===== src/srp_pkg.sv =====
// Shared types and constants for the shelf rectangle packer.
`default_nettype none

package srp_pkg;

  // Widths of the item fields and configuration registers.
  localparam int unsigned DimW    = 14;
  localparam int unsigned GapW    = 8;
  localparam int unsigned CfgIdxW = 2;
  // Clamped atlas sizes and shelf height carry one more bit (up to 32767).
  localparam int unsigned ExtW    = DimW + 1;

  // Configuration register indexes.
  typedef enum logic [CfgIdxW-1:0] {
    CFG_ATLAS_WIDTH  = 2'd0,
    CFG_ATLAS_HEIGHT = 2'd1,
    CFG_GAP          = 2'd2
  } cfg_idx_e;

  localparam logic [DimW-1:0] AtlasWidthRst  = 14'd1024;
  localparam logic [DimW-1:0] AtlasHeightRst = 14'd1024;
  localparam logic [GapW-1:0] GapRst         = 8'd0;

  // Result status codes.
  typedef enum logic [1:0] {
    STATUS_PLACED    = 2'd0,
    STATUS_TOO_LARGE = 2'd1,
    STATUS_FULL      = 2'd2,
    STATUS_NO_FIT    = 2'd3
  } status_e;

  typedef struct packed {
    logic [DimW-1:0] rect_width;
    logic [DimW-1:0] rect_height;
    logic            start_set;
  } srp_in_t;

  typedef struct packed {
    logic            placed;
    status_e         status;
    logic [DimW-1:0] pos_x;
    logic [DimW-1:0] pos_y;
  } srp_out_t;

  // Configuration as the placement logic sees it (atlas sizes clamped).
  typedef struct packed {
    logic [ExtW-1:0] atlas_w;
    logic [ExtW-1:0] atlas_h;
    logic [GapW-1:0] gap;
  } srp_cfg_t;

  typedef struct packed {
    logic [DimW-1:0] cursor_x;
    logic [ExtW-1:0] row_top;
    logic [ExtW-1:0] shelf_height;
    logic            atlas_full;
  } srp_state_t;

endpackage

`default_nettype wire


===== src/srp_cfg_regs.sv =====
// Configuration registers of the shelf rectangle packer with atlas size clamp.
`default_nettype none

module srp_cfg_regs #(
  parameter int unsigned MAX_DIM = 8192
) (
  input  wire logic                              clk_i,
  input  wire logic                              rst_ni,
  input  wire logic                              cfg_we_i,
  input  wire logic [srp_pkg::CfgIdxW-1:0]       cfg_index_i,
  input  wire logic [srp_pkg::DimW-1:0]          cfg_data_i,
  output srp_pkg::srp_cfg_t                      cfg_o
);

  localparam logic [srp_pkg::ExtW-1:0] ClampDim = srp_pkg::ExtW'(MAX_DIM);

  logic [srp_pkg::DimW-1:0] atlas_w_q, atlas_h_q;
  logic [srp_pkg::GapW-1:0] gap_q;
  logic [srp_pkg::ExtW-1:0] aw_ext, ah_ext;

  always_ff @(posedge clk_i or negedge rst_ni) begin
    if (!rst_ni) begin
      atlas_w_q <= srp_pkg::AtlasWidthRst;
      atlas_h_q <= srp_pkg::AtlasHeightRst;
      gap_q     <= srp_pkg::GapRst;
    end else if (cfg_we_i) begin
      case (srp_pkg::cfg_idx_e'(cfg_index_i))
        srp_pkg::CFG_ATLAS_WIDTH:  atlas_w_q <= cfg_data_i;
        srp_pkg::CFG_ATLAS_HEIGHT: atlas_h_q <= cfg_data_i;
        srp_pkg::CFG_GAP:          gap_q     <= cfg_data_i[srp_pkg::GapW-1:0];
        default: ;
      endcase
    end
  end

  assign aw_ext = {1'b0, atlas_w_q};
  assign ah_ext = {1'b0, atlas_h_q};

  always_comb begin
    cfg_o.atlas_w = (aw_ext > ClampDim) ? ClampDim : aw_ext;
    cfg_o.atlas_h = (ah_ext > ClampDim) ? ClampDim : ah_ext;
    cfg_o.gap     = gap_q;
  end

endmodule

`default_nettype wire


===== src/srp_place.sv =====
// Placement decision for one rectangle against the current shelf state.
`default_nettype none

module srp_place (
  input  wire srp_pkg::srp_cfg_t   cfg_i,
  input  wire srp_pkg::srp_in_t    item_i,
  input  wire srp_pkg::srp_state_t state_i,
  output srp_pkg::srp_state_t      state_o,
  output srp_pkg::srp_out_t        result_o
);

  localparam int unsigned SumW = srp_pkg::ExtW + 2;
  localparam int unsigned CurW = srp_pkg::DimW + 2;
  localparam logic [srp_pkg::ExtW-1:0] RowMax = '1;
  localparam logic [srp_pkg::DimW-1:0] CurMax = '1;

  function automatic logic [srp_pkg::ExtW-1:0] sat_row(input logic [SumW-1:0] v);
    return (v > SumW'(RowMax)) ? RowMax : v[srp_pkg::ExtW-1:0];
  endfunction

  srp_pkg::srp_state_t st0, st1, st2;
  logic [srp_pkg::ExtW-1:0] wg, hg;
  logic [SumW-1:0]          top1, bottom1, top2;
  logic [CurW-1:0]          right2, cur_next;
  logic                     too_large, new_shelf, overflow, wrap, fits;

  always_comb begin
    // Drop all packing state when a new atlas starts.
    st0 = item_i.start_set ? '0 : state_i;

    wg = {1'b0, item_i.rect_width}  + srp_pkg::ExtW'(cfg_i.gap);
    hg = {1'b0, item_i.rect_height} + srp_pkg::ExtW'(cfg_i.gap);
    too_large = (wg > cfg_i.atlas_w) || (hg > cfg_i.atlas_h);

    // Open a new shelf below the current one when the rectangle is taller.
    new_shelf = hg > st0.shelf_height;
    top1      = SumW'(st0.row_top) + SumW'(st0.shelf_height);
    bottom1   = top1 + SumW'(hg);
    overflow  = new_shelf && (bottom1 > SumW'(cfg_i.atlas_h));
    st1 = st0;
    if (new_shelf) begin
      st1.row_top      = sat_row(top1);
      st1.cursor_x     = '0;
      st1.shelf_height = hg;
    end

    // Wrap to a new row when the rectangle runs past the right edge.
    wrap = (CurW'(st1.cursor_x) + CurW'(wg)) > CurW'(cfg_i.atlas_w);
    top2 = SumW'(st1.row_top) + SumW'(st1.shelf_height);
    st2 = st1;
    if (wrap) begin
      st2.cursor_x     = '0;
      st2.row_top      = sat_row(top2);
      st2.shelf_height = hg;
    end

    right2 = CurW'(st2.cursor_x) + CurW'(item_i.rect_width);
    fits   = ((SumW'(st2.row_top) + SumW'(item_i.rect_height)) <= SumW'(cfg_i.atlas_h))
             && (right2 <= CurW'(cfg_i.atlas_w));
    cur_next = CurW'(st2.cursor_x) + CurW'(wg);

    state_o         = st0;
    result_o.placed = 1'b0;
    result_o.status = srp_pkg::STATUS_NO_FIT;
    result_o.pos_x  = '0;
    result_o.pos_y  = '0;

    if (st0.atlas_full) begin
      result_o.status = srp_pkg::STATUS_FULL;
    end else if (too_large) begin
      result_o.status = srp_pkg::STATUS_TOO_LARGE;
    end else if (overflow) begin
      state_o.atlas_full = 1'b1;
      result_o.status    = srp_pkg::STATUS_FULL;
    end else if (fits) begin
      state_o          = st2;
      state_o.cursor_x = (cur_next > CurW'(CurMax)) ? CurMax
                                                    : cur_next[srp_pkg::DimW-1:0];
      if (hg > st2.shelf_height) begin
        state_o.shelf_height = hg;
      end
      result_o.placed = 1'b1;
      result_o.status = srp_pkg::STATUS_PLACED;
      result_o.pos_x  = st2.cursor_x;
      result_o.pos_y  = st2.row_top[srp_pkg::DimW-1:0];
    end else begin
      // Keep the shelf and row moves even though nothing was placed.
      state_o = st2;
    end
  end

endmodule

`default_nettype wire


===== src/shelf_rect_packer.sv =====
// Top level of the shelf rectangle packer: input register, placement, result register.
// Usage:
//   Input channel (in_valid_i / in_ready_o / in_item_i) carries one rectangle per
//   item: width, height and a start flag that opens a fresh atlas before it.
//   Output channel (out_valid_o / out_ready_i / out_item_o) returns exactly one
//   result per item: placed flag, status code and the top-left corner.
//   Configuration: cfg_we_i writes cfg_data_i into the register chosen by
//   cfg_index_i (atlas width, atlas height, gap); write only while idle.
// Path: an accepted item waits in the input register, then the placement logic
//   settles into the result register, which raises out_valid_o; a stalled
//   receiver can hold the item in the input register in between.
// Throughput: one item per cycle while the receiver keeps out_ready_i high. The shelf
//   state (cursor, row top, shelf height, full flag) updates in the same cycle the
//   result is registered, so the next item sees it at once.
// Reset: clears both stages and the shelf state; configuration returns to a
//   1024 x 1024 atlas with no gap.
// Stall: while out_ready_i is low the result register holds its item; one more
//   item may enter the input register, after which in_ready_o drops until the
//   result is taken. At most two items are held while the receiver stalls.
`default_nettype none

module shelf_rect_packer #(
  parameter int unsigned MAX_DIM = 8192
) (
  input  wire logic                        clk_i,
  input  wire logic                        rst_ni,
  input  wire logic                        cfg_we_i,
  input  wire logic [srp_pkg::CfgIdxW-1:0] cfg_index_i,
  input  wire logic [srp_pkg::DimW-1:0]    cfg_data_i,
  input  wire logic                        in_valid_i,
  output logic                             in_ready_o,
  input  wire srp_pkg::srp_in_t            in_item_i,
  output logic                             out_valid_o,
  input  wire logic                        out_ready_i,
  output srp_pkg::srp_out_t                out_item_o
);

  srp_pkg::srp_cfg_t   cfg;
  srp_pkg::srp_state_t state_q, state_d;
  srp_pkg::srp_in_t    in_item_q;
  srp_pkg::srp_out_t   out_item_q, result;
  logic                in_valid_q, out_valid_q;
  logic                out_adv, in_fire, move;

  srp_cfg_regs #(
    .MAX_DIM (MAX_DIM)
  ) u_cfg (
    .clk_i       (clk_i),
    .rst_ni      (rst_ni),
    .cfg_we_i    (cfg_we_i),
    .cfg_index_i (cfg_index_i),
    .cfg_data_i  (cfg_data_i),
    .cfg_o       (cfg)
  );

  srp_place u_place (
    .cfg_i    (cfg),
    .item_i   (in_item_q),
    .state_i  (state_q),
    .state_o  (state_d),
    .result_o (result)
  );

  // Result register frees up when empty or being taken this cycle.
  assign out_adv    = !out_valid_q || out_ready_i;
  assign in_ready_o = !in_valid_q || out_adv;
  assign in_fire    = in_valid_i && in_ready_o;
  assign move       = in_valid_q && out_adv;

  always_ff @(posedge clk_i or negedge rst_ni) begin
    if (!rst_ni) begin
      in_valid_q  <= 1'b0;
      out_valid_q <= 1'b0;
      state_q     <= '0;
    end else begin
      if (in_ready_o) begin
        in_valid_q <= in_valid_i;
      end
      if (out_adv) begin
        out_valid_q <= in_valid_q;
      end
      // Advance the shelf state only when the item leaves the input register.
      if (move) begin
        state_q <= state_d;
      end
    end
  end

  always_ff @(posedge clk_i) begin
    if (in_fire) begin
      in_item_q <= in_item_i;
    end
    if (move) begin
      out_item_q <= result;
    end
  end

  assign out_valid_o = out_valid_q;
  assign out_item_o  = out_item_q;

endmodule

`default_nettype wire


===== config.mk =====
export PLATFORM = sky130hd
export DESIGN_NAME = shelf_rect_packer
export DESIGN_NICKNAME = d
export VERILOG_FILES = /design/src/srp_pkg.sv /design/src/srp_cfg_regs.sv /design/src/srp_place.sv /design/src/shelf_rect_packer.sv
export SDC_FILE = /design/constraint.sdc
export NUM_CORES = 1
export LEC_CHECK = 0
export BUFFER_PORTS_ARGS = -buffer_cell sky130_fd_sc_hd__buf_2
export CAP_MARGIN = 20
export CORE_ASPECT_RATIO = 1.1
export CORE_MARGIN = 1.5
export CORE_UTILIZATION = 40
export DETAILED_ROUTE_END_ITERATION = 7
export SLEW_MARGIN = 5
export SYNTH_ARGS = -nofsm -noshare
export SYNTH_HDL_FRONTEND = slang
export SYNTH_SLANG_ARGS = --single-unit

===== constraint.sdc =====
create_clock -name clk_i -period 17.6 [get_ports clk_i]
set_clock_uncertainty 0.15 [all_clocks]
set_input_delay 1.76 -clock clk_i [delete_from_list [all_inputs] [get_ports clk_i]]
set_output_delay 1.76 -clock clk_i [all_outputs]
set_load 0.05 [all_outputs]

; ---- Word level (Yosys, flattened, before mapping)
; Index checks and enable logic that the tools add are counted.
[word_totals]
register_bits = 143
in_bits = 50
out_inout_bits = 33
wordCells = 73
[op_classes]
addsub = 9
order_cmp = 13
eq_ne = 2
mux = 17
bitwise_logic = 1
n_reduce_logical = 15
[ops]
columns = operator, n
row1 = two-way mux 45 bit, 4
row2 = two-way mux 44 bit, 3
row3 = two-way mux 15 bit, 3
row4 = two-way mux 14 bit, 3
row5 = > comparator 17 x 15 -> 1 bit (second input constant), 2
row6 = adder 14 x 15 -> 16 bit, 2
row7 = adder 15 x 15 -> 16 bit, 2
row8 = two-way mux 31 bit, 1
row9 = adder 14 x 8 -> 15 bit, 2
row10 = > comparator 15 x 14 -> 1 bit, 2
row11 = > comparator 15 bit, 2
row12 = > comparator 14 bit (second input constant), 2
row13 = adder 17 x 15 -> 17 bit, 1
row14 = > comparator 17 x 14 -> 1 bit, 1
row15 = <= comparator 17 x 14 -> 1 bit, 1
row16 = adder 15 x 14 -> 16 bit, 1
row17 = > comparator 16 x 14 -> 1 bit, 1
row18 = > comparator 16 x 14 -> 1 bit (second input constant), 1
row19 = <= comparator 16 x 14 -> 1 bit, 1
row20 = adder 14 x 14 -> 15 bit, 1
row21 = AND reduction 2 bit, 3
row22 = logical AND 1 bit, 4
row23 = two-way mux 2 bit, 2
row24 = OR reduction 4 bit, 1
row25 = other kinds (8), 11

; ---- Logic depth before layout (Yosys ltp)
[depth]
depth_word = 16
depth_mapped = 64
ltp_nobuf = 61

; ---- Cells and area by module
; Synthesis repeated with hierarchy kept, for this count alone.
[unflattened]
hier_cells = 1789
hier_area_um2 = 15949.0
[modules_own_cells]
columns = mod, instances, cells_each, area_each_um2, seq_area_each_um2
row1 = srp_place, 1, 1516, 10644.0, 0.0
row2 = shelf_rect_packer, 1, 163, 3731.1, 2977.9
row3 = srp_cfg_regs, 1, 110, 1574.0, 903.4

; ---- Least setup slack after synthesis
; OpenSTA, ideal clock, no wires.
[synth_timing]
path_kind = register -> register
startpoint = register u_cfg.gap_q[0] in the netlist's numbering
endpoint = register state_q[6] in the netlist's numbering
setup_ns = 0.122
t_arrival_ns = 11.609
required_time_ns = 17.328
path_slack_ns = 5.719
path_stages_with_launch = 59
n_path_buf = 3
period_less_slack_ns = 11.881
cell_sequence = dfrtp_1 -> ha_1 -> fa_1 -> a211oi_2 -> nor2_1 -> o21a_1 -> nor2_1 -> xnor2_1 -> ha_1 -> o2111a_1 -> a221oi_1 -> o311ai_2 -> a31oi_4 -> nor2_1 -> nor2_1 -> clkbuf_1 -> and2_1 -> ha_1 -> (+23 left out) -> o21bai_1 -> a21oi_1 -> o21bai_1 -> a21oi_1 -> o21bai_1 -> a21oi_1 -> xnor2_1 -> ha_1 -> nand2_1 -> or4_1 -> o221ai_1 -> nand4_1 -> a221oi_1 -> and2_1 -> o2111ai_1 -> clkbuf_1 -> or3_1 -> a32o_1
[synth_rtl]
columns = element, line_no
row1 = start: declaration, srp_cfg_regs.sv:18  ; logic [srp_pkg::GapW-1:0] gap_q;
row2 = start signal: assignment, srp_cfg_regs.sv:25  ; gap_q <= srp_pkg::GapRst;
row3 = start signal: assignment, srp_cfg_regs.sv:30  ; srp_pkg::CFG_GAP: gap_q <= cfg_data_i[srp_pkg::GapW-1:0];
row4 = end signal: assignment, shelf_rect_packer.sv:84  ; state_q <= state_d;
row5 = end: declaration, shelf_rect_packer.sv:39  ; srp_pkg::srp_state_t state_q, state_d;

==> flow_summary.yaml <==
outcome:
  outcome: "finished, final reports clean"
route:
  route.vias.total: 13300
  drc: 0
  drt-total-wl_mm: 48.9
  met3_length_mm: 2.20
  dr_wl_met2_mm: 24.3
  viasPerCell: 5.84
  drtAntennaViolNets: 0
  avgRoutedWirePerCell_um: 21.5
  first_pass_iters: 5
  first_iter_violations: 1030
  top_layer_used: "met4"
  routedLengthMet1_mm: 19.9
clock_tree:
  insertion_delay_ns: 0.46
  clockRootBuffer: "clkbuf_16"
  cts_sinks: 143
  postCtsResizedCells: 0
  cts_setup_buffers: 0
  htreeDepth: 4
  numCtsBuffers: 17
  clk_pin_slew_ns: 0.08
  cts_tree: "yes"
  cts_hold_buffers: 0
  cts_buffer_depth: 2
placement:
  port_buffers: 82
  hpwlAfterDp_mm: 39.5
  gp_congestion: 0.952
  dp_cells: 2240
worst_hold_path:
  hold_path.class: "reg -> reg"
  hp-start: "state_q[16]$_DFFE_PN0P_"
  min_path_cells: 2
  holdPathEnd: "state_q[16]$_DFFE_PN0P_"
synthesis:
  syn_area_per_cell_um2: 8.73
  syn-num-nets: 1975
  netlist_instances: 1709
  yosysMostFrequentCell: "ha_1"
  ys_types: 97
  async_flop_share_pct: 58.0
  synthTopCellsByCount: "ha_1, nand2_1, nor2_1"
  netlist_area_um2: 14900
  ys_seq_elements: 143
  yosys.area.top_type: "ha_1"
  synth_edf_count: 60
  synth.area.top_cells: "ha_1, dfrtp_1, edfxtp_1, xnor2_1, a21oi_1"
  yosys.area.top_type_share_pct: 17.5
  ys_seq_area_share_pct: 26.0
  synth_ff_type: "dfrtp_1"
  ys_warn_count: 0
die:
  core_area_um2: 36900
  die-area_um2: 38400
  dieHeight_um: 206
  die_x_um: 187
  row_count: 74
  io_pins: 83
  initial_utilization_pct: 40.4
power_and_ir_drop:
  power.leakage_nw: 7.34
  power_switching_share_pct: 51.3
  seqPwrFrac_pct: 17.7
  p_per_area_nw_per_um2: 176
  internal_power_mw: 1.41
  p_switching_mw: 1.48
  pwr-share-comb_pct: 70.1
  clockPowerShare_pct: 12.2
  irDropWorstVdd_mv: 0.102
layout:
  n_fill_cell: 3665
  finish.utilization_pct: 44.4
  fin_cells: 2273
  layout-drive-gt1-share_pct: 11.8
  multi_input_area_um2: 10500
  n_antenna_cell: 0
  area_growth_pct: 9.89
  nets: 2032
  seqCellArea_um2: 3880
worst_setup_path:
  cp_slowest_cell: "or3_4"
  start_kind: "register"
  rr_worst_depth: 56
  worstPathRequired_ns: 17.76
  crit_path_end_kind: "register"
  r2r_setup_slack_ns: 2.96
  r2r-start: "u_cfg.gap_q[0]$_DFFE_PN0P_"
  crit_arrival_ns: 14.81
  worstPathMaxFanout: 16
  crit_type: "reg -> reg"
  cp_slowest_stage_delay_ns: 0.57
  cpMostUsedCell: "a21oi_1"
  r2r-end: "out_item_o[14]$_SDFFCE_PP0P_"
sta:
  holdWs_ns: 0.344
  final_hold_viol_count: 0
  tns_ns: 0
  grt_setup_unrepaired: "false"
  final_max_slew_viol_count: 0
  setup_viol: 0
  max_freq_ghz: 0.0683
  min_period_ns: 14.64
  max-slew-margin-rel_pct: 33.7
  tightest_slew_ns: 0.995
  finalCritPeriodShare_pct: 83.2
flow_run:
  drv_cap: 0
grt:
  grt_max_degree: 53
  antenna_found_initial: 0
  grt_pass1_wl_mm: 74.5
  grt.overflow.total: 0
  grt_pass1_vias: 13200
  track_usage_pct: 25.5
-- worst max-delay path by stage --
stage / startpoint / end / slack (ns) / cells after the start
4_1_cts: u_cfg.gap_q[0]$_DFFE_PN0P_ / out_item_o[14]$_SDFFCE_PP0P_ / 3.01 / 56
3_5_place_dp: u_cfg.gap_q[0]$_DFFE_PN0P_ / out_item_o[14]$_SDFFCE_PP0P_ / 3.08 / 56
5_1_grt: u_cfg.gap_q[0]$_DFFE_PN0P_ / out_item_o[14]$_SDFFCE_PP0P_ / 1.63 / 56
3_3_place_gp: u_cfg.gap_q[0]$_DFFE_PN0P_ / out_item_o[27]$_SDFFCE_PP0P_ / 3.55 / 56
2_1_floorplan: u_cfg.gap_q[0]$_DFFE_PN0P_ / state_q[6]$_DFFE_PN0P_ / 5.72 / 58
6_report: u_cfg.gap_q[0]$_DFFE_PN0P_ / out_item_o[14]$_SDFFCE_PP0P_ / 2.96 / 56
-- power by group through the flow --
| stage | Clock [mW] | Combinational (mW) | Sequential [mW] |
|---|---|---|---|
| 2_1_floorplan | 0 | 1.46 | 0.489 |
| 3_3_place_gp | 0 | 1.97 | 0.516 |
| 3_5_place_dp | 0 | 1.99 | 0.516 |
| 4_1_cts | 0.358 | 2.01 | 0.511 |
| 5_1_grt | 0.368 | 2.23 | 0.522 |
| 6_report | 0.352 | 2.03 | 0.512 |
-- per-layer routing --
| layer | vias to the layer above | track usage, % |
|---|---|---|
| met1 | 6332 | 29.3 |
| met2 | 412 | 46.3 |
| met3 | 104 | 3.14 |
| met4 | 0 | 13.6 |
| li1 | 6418 | - |
| met5 | - | 0 |
-- metrics by stage --
step / power, mW / cell area (µm²) / setup slack [ns]
after floorplan: 1.95 / 14900 / 5.72
final: 2.89 / 16400 / 2.96
after global routing: 3.12 / 16400 / 1.63
after global placement: 2.49 / 15800 / 3.55
after detailed placement: 2.51 / 15800 / 3.08
after CTS: 2.88 / 16400 / 3.01
-- registers in the layout, summed over array words and instances (netlist names) --
name and flops:
state_q 45, out_item_o 31, in_item_q 29, u_cfg.atlas_h_q 14, u_cfg.atlas_w_q 14, u_cfg.gap_q 8, in_valid_q 1, out_valid_o 1
-- kinds of logic (layout without fill, tap and decap cells) --
logic type               after synthesis  in the layout  share of synthesized area (%)
AO/OA/AOI/OAI                        512            512                           23.3
XOR/XNOR                             111            111                           6.62
adder cells (fa/ha/maj)              223            223                           19.0
buffers and inverters                145            215                           3.93
flip-flops                           143            143                           26.0
multiplexers                          44             44                           3.27
AND/OR/NAND/NOR                      531            531                           17.8
-- layout make-up --
type / count / area share [%]
Multi-Input combinational cell: 1421 / 63.8
Inverter: 79 / 1.81
Timing Repair Buffer: 104 / 3.55
Clock inverter: 14 / 0.733
Tap cell: 494 / 3.77
Sequential cell: 143 / 23.7
Clock buffer: 18 / 2.62
-- worst max-delay path, delay by kind of cell (launching register included) --
kind                     cells  cell delay (ns)
AO/OA/AOI/OAI               27             6.10
adder cells (fa/ha/maj)      7             2.20
AND/OR/NAND/NOR             18             4.97
buffers and inverters        1             0.12
flip-flops                   1             0.43
XOR/XNOR                     3             0.54
-- cell usage in the layout (no fill, tap or decap), types with 7 or more instances in the layout --
master     count
ha_1         208
nand2_1      138
nor2_1       134
a21oi_1      122
o21ai_0       95
dfrtp_1       81
buf_2         81
inv_1         78
xnor2_1       77
edfxtp_1      60
and2_1        56
o21a_1        42
a21o_1        41
nor2b_1       38
mux2_2        38
xor2_1        33
nor3_1        28
nand3_1       24
buf_4         22
a22o_1        21
o21bai_1      19
nand4_1       19
nand2b_1      17
clkbuf_16     17
a211oi_1      14
or3_1         12
o21ai_1       11
a31oi_1       11
and3_1        10
o211ai_1      10
o31ai_1       10
o22ai_1       10
nor4_1        10
o31a_1         9
or2_2          9
a21boi_0       8
or4_1          8
fa_1           8
a22oi_1        7
inv_6          7
No activity file was read; power rests on OpenSTA's default activity.
